<file path="config.mk">
export PLATFORM = sky130hd
export DESIGN_NAME = fkc_front
export DESIGN_NICKNAME = d
export VERILOG_FILES = /design/src/rtl/fkc_pkg.sv /design/src/rtl/fkc_front.sv
export SDC_FILE = /design/constraint.sdc
export NUM_CORES = 1
export LEC_CHECK = 0
export ABC_AREA = 0
export ABC_CLOCK_PERIOD_IN_PS = 8300
export BUFFER_PORTS_ARGS = -buffer_cell sky130_fd_sc_hd__buf_2
export CORE_UTILIZATION = 51
export DETAILED_ROUTE_END_ITERATION = 8
export PLACE_DENSITY = 0.78
export SYNTH_ARGS = -nofsm -noshare
export SYNTH_HDL_FRONTEND = slang
export SYNTH_SLANG_ARGS = --single-unit
</file>
<file path="constraint.sdc">
create_clock -name clk -period 8.3 [get_ports clk]
set_clock_uncertainty 0.1 [all_clocks]
set_input_delay 0.415 -clock clk [delete_from_list [all_inputs] [get_ports clk]]
set_output_delay 0.415 -clock clk [all_outputs]
set_load 0.02 [all_outputs]
</file>
<file path="src/rtl/fkc_pkg.sv">
// shared types and constants for the forward kinematics chain
// no dependencies
`default_nettype none
package fkc_pkg;

  localparam int ELEMS = 12;
  localparam int JW    = 5;
  localparam int EW    = 4;

  localparam logic [1:0] REQ_LINK = 2'd0;
  localparam logic [1:0] REQ_BASE = 2'd1;
  localparam logic [1:0] REQ_POSE = 2'd2;

  typedef struct packed {
    logic [1:0]          kind;
    logic [JW-1:0]       joint;
    logic [EW-1:0]       elem;
    logic signed [31:0]  value;
    logic signed [17:0]  sine;
    logic signed [17:0]  cosine;
  } cmd_t;

endpackage
`default_nettype wire

</file>
<file path="src/rtl/fkc_front.sv">
// front end: accepts items, drops invalid ones, queues commands
// depends on fkc_pkg
`default_nettype none
module fkc_front
  import fkc_pkg::*;
#(
  parameter int MAX_JOINTS = 4
) (
  input  wire logic               clk,
  input  wire logic               rst_n,
  input  wire logic               start,
  output logic                    busy,
  input  wire logic [1:0]         in_req_type,
  input  wire logic [JW-1:0]      in_joint_index,
  input  wire logic [EW-1:0]      in_element_index,
  input  wire logic signed [31:0] in_element_value,
  input  wire logic signed [17:0] in_sine_q,
  input  wire logic signed [17:0] in_cosine_q,
  output cmd_t                    cmd,
  output logic                    cmd_valid,
  input  wire logic               cmd_pop
);

  cmd_t       q_r [2];
  logic       wr_ptr_r, rd_ptr_r;
  logic [1:0] cnt_r;
  logic       joint_ok, elem_ok, keep, push;

  assign joint_ok = (in_joint_index != '0) && (in_joint_index <= JW'(MAX_JOINTS));
  assign elem_ok  = in_element_index < EW'(ELEMS);

  always_comb begin
    unique case (in_req_type)
      REQ_LINK: keep = joint_ok && elem_ok;
      REQ_BASE: keep = elem_ok;
      REQ_POSE: keep = joint_ok;
      default:  keep = 1'b0;
    endcase
  end

  assign busy      = cnt_r == 2'd2;
  assign push      = start && !busy && keep;
  assign cmd_valid = cnt_r != 2'd0;
  assign cmd       = q_r[rd_ptr_r];

  always_ff @(posedge clk) begin
    if (push) begin
      q_r[wr_ptr_r] <= '{kind: in_req_type, joint: in_joint_index,
                         elem: in_element_index, value: in_element_value,
                         sine: in_sine_q, cosine: in_cosine_q};
    end
  end

  always_ff @(posedge clk) begin
    if (!rst_n) begin
      wr_ptr_r <= 1'b0;
      rd_ptr_r <= 1'b0;
      cnt_r    <= 2'd0;
    end else begin
      if (push) begin
        wr_ptr_r <= !wr_ptr_r;
      end
      if (cmd_pop) begin
        rd_ptr_r <= !rd_ptr_r;
      end
      cnt_r <= cnt_r + 2'(push) - 2'(cmd_pop);
    end
  end

endmodule
`default_nettype wire

</file>
==> metrics.md <==
| Metric | Value |
|---|---|
| Outcome | finished, final reports clean |
| Avg Synthesized Cell Area | around 21 sq um |
| Synthesis warning total | 0 |
| Data required, critical path | 8.24 ns |
| Routed Antenna Nets | 0 |
| Clock period minus worst slack | 3.08 ns |
| Post-CTS sizing | 0 |
| Clock-pin slew of the registers on the worst-case setup and hold paths | 0.06 ns |
| Mean routed wirelength per cell | 17.2 um |
| Worst-path maximum fanout | 44 |
| Instance count after placement with tap cells included | 578 |
| Hold Buf Count CTS | 0 |
| Post-CTS repair timing setup buffer count | 0 |
| Proportion of register bits with asynchronous set or reset after synthesis | 0% |
| Slew at the pin with the worst max-slew slack | 1.05 ns |
| Number of maximum-capacitance constraint violations | 0 |
| Number of antenna violations at the first check in global routing | 0 |
| Type of the worst setup path | reg -> reg |
| RSZ-0062 raised after global routing | false |
| Vias in the first global route | ~3000 |
| Kind of capture point of the worst setup path | register |
| Net count after synthesis | 364 |
| Number of synthesized register bits | 163 |
| Clock tree from TritonCTS | done |
| Worst hold slack | about 0.090 ns |
| Antenna diode instance count | 0 |
| Final non-filler cell total | 610 |
| Layout net count | about 540 |
| Via count | 3084 |
| DRC violation total after the first TritonRoute iteration | 163 |
| Number of buffers created by CTS | 17 |
| Die outline width | around 110 um |
| Arrival time of data at the critical path endpoint | 3.02 ns |
| Maximum number of pins on one net before global-route repair | 80 |
| Final Hold Vio Count | 0 |
| Number of iterations in the first detailed-routing pass | 6 |
| Count of port buffers added during placement | around 160 |
| Area grow syn2layout | 25.9% |
| Remaining design rule violation count | 0 |
| Deepest clock path buffer count | 2 |
| Final count of negative-setup-slack endpoints | 0 |
| Remaining Overflow, GRT | 0 |
| Fraction of post-synthesis cell area in the top cell type by area | 79.4% |
| Final worst-path cycle share | 37.1% |
| Total GRT Usage | between 10% and 20% |
| Clock Sinks | 163 |
| Top area cells in the synthesized netlist | sky130_fd_sc_hd__edfxtp_1, sky130_fd_sc_hd__mux2_2, sky130_fd_sc_hd__dfxtp_1 |
| Post-Route Utilization | 65.9% |
| Part of the Yosys area used for sequential elements | 81.1% |
| Number of H-tree levels | 4 |
| Vertical extent of the die | 110 um |
| Cell accounting for the most synthesized area | sky130_fd_sc_hd__edfxtp_1 |
| Post-layout power | 1930 uW |
| First-pass GRT wire length | 14600 um |
| Clock latency reported for the late side of the worst-skew pair | 0.41 ns |
| Number of max-slew violations in the final report | 0 |
| EDFF count, synth | 158 |
| Startpoint kind of the worst setup timing path | register |
| Clock Tree Root | sky130_fd_sc_hd__clkbuf_16 |
| Sum of negative setup slack | 0 ns |
| Leakage component of the power | 0.00278 uW |
| Area of the core | 11400 sq um |
| Post-DR vias/cell | 5.06 |
| Count of unique library cells instantiated by Yosys | 21 |
| Cell Pwr Density | roughly 260 nW/um^2 |
| Hold/Removal Path Class | in -> reg |
| Number of ports placed on the die boundary | 164 |
| Number of instances in the synthesized netlist | between 200 and 300 |
| Synth Flop Type | sky130_fd_sc_hd__edfxtp_1 |
| HPWL after detailed placement | 6690 um |
| Relative slew margins | 29.9% |
| Die Outline Area | 12200 sq um |
| Proportion of layout cells with a drive suffix above 1 | 60.0% |
| Worst ir drop on vdd | 0.171 mV |
| Starting density of the core | 52.3% |
| RD Place Congestion | 0.656 |
| Highest clock frequency the design can meet | 325 MHz |
| Post-synthesis instance area | roughly 6000 sq um |
| Total detailed-routing wirelength | roughly 11000 um |
| Num rows | 39 |
==> cell families after synthesis <==
family                   count (synthesis)  synth area share (%)
multiplexers                            79                  14.9
XOR/XNOR                                 3                 0.440
AO/OA/AOI/OAI                            4                 0.461
buffers and inverters                   13                  1.01
adder cells (fa/ha/maj)                  2                 0.419
AND/OR/NAND/NOR                         15                  1.70
flip-flops                             163                  81.1
==> critical path: stages, from the launching register on <==
cell and delay [ns]:
sky130_fd_sc_hd__dfxtp_1 0.33, sky130_fd_sc_hd__nor2b_4 0.13, sky130_fd_sc_hd__nand3b_4 0.16, sky130_fd_sc_hd__or3_2 0.50, sky130_fd_sc_hd__nor2_4 0.81, sky130_fd_sc_hd__buf_4 0.64
==> worst paths after layout <==
kind                end  slack, ns                 start  cells after the start
max reg2reg  q_r[1][59]       5.22              cnt_r[1]                      5
min          q_r[1][52]       0.09  in_element_value[16]                      1
max          q_r[1][59]       5.22              cnt_r[1]                      5
min reg2reg    wr_ptr_r       0.42              wr_ptr_r                      2
==> flip-flops by register name, summed over array words and instances (netlist names), named ones only <==
signal    flops
rd_ptr_r      1
wr_ptr_r      1
cnt_r         2
q_r         158
==> through the flow <==
step           setup slack, ns  cell area (sq um)
2_1_floorplan             3.24               5970
3_3_place_gp              4.96               6950
3_5_place_dp              4.90               6950
4_1_cts                   5.16               7520
5_1_grt                   5.06               7520
6_report                  5.22               7520
==> Yosys cell counts (all sizes together), types with 2 or more instances <==
| cell | number |
|---|---|
| edfxtp | 158 |
| mux2 | 79 |
| buf | 9 |
| nor2 | 6 |
| dfxtp | 5 |
| inv | 4 |
| ha | 2 |
| nand2 | 2 |
| or3 | 2 |
| xnor2 | 2 |
==> power breakdown <==
part / internal (uW) / switching [uW]
Clock: 442 / 305
Combinational: 91.1 / 117
Sequential: 947 / 24.2
Total: 1480 / 446
==> layout by cell type, fill, tap and decap left out, drive strengths merged <==
| cell type | n |
|---|---|
| nor2 | 6 |
| mux2 | 79 |
| o21ai | 1 |
| xor2 | 1 |
| edfxtp | 158 |
| a31oi | 1 |
| buf | 165 |
| dfxtp | 5 |
| nor2b | 1 |
| ha | 2 |
| bufinv | 2 |
| or4 | 1 |
| inv | 4 |
| nand3b | 1 |
| clkinv | 7 |
| and2 | 1 |
| a21oi | 1 |
| clkinvlp | 4 |
| nand2 | 2 |
| clkbuf | 19 |
| or3 | 2 |
| o31ai | 1 |
| or2 | 1 |
| xnor2 | 2 |
==> layout make-up <==
class | count | area (sq um)
sequential | 163 | 4850
fill | 813 | 3900
multi-input combinational | 103 | 1080
timing repair buffer | 165 | 831
clock buffer | 19 | 433
tap | 143 | 179
clock inverter | 13 | 136
inverter | 4 | 16.3
==> routing by layer <==
layer | global-route usage (%) | vias to the layer above | routed length [um] | share of wire [%]
li1 | - | 1451 | - | -
met1 | 21.3 | 1503 | 4460 | 42
met2 | 27.5 | 120 | 5190 | 49
met3 | 6.11 | 10 | 772 | 7.3
met4 | 6.02 | 0 | 104 | 0.99
met5 | 0 | - | 0 | 0
Note: power is estimated with default switching activity, not from simulation.
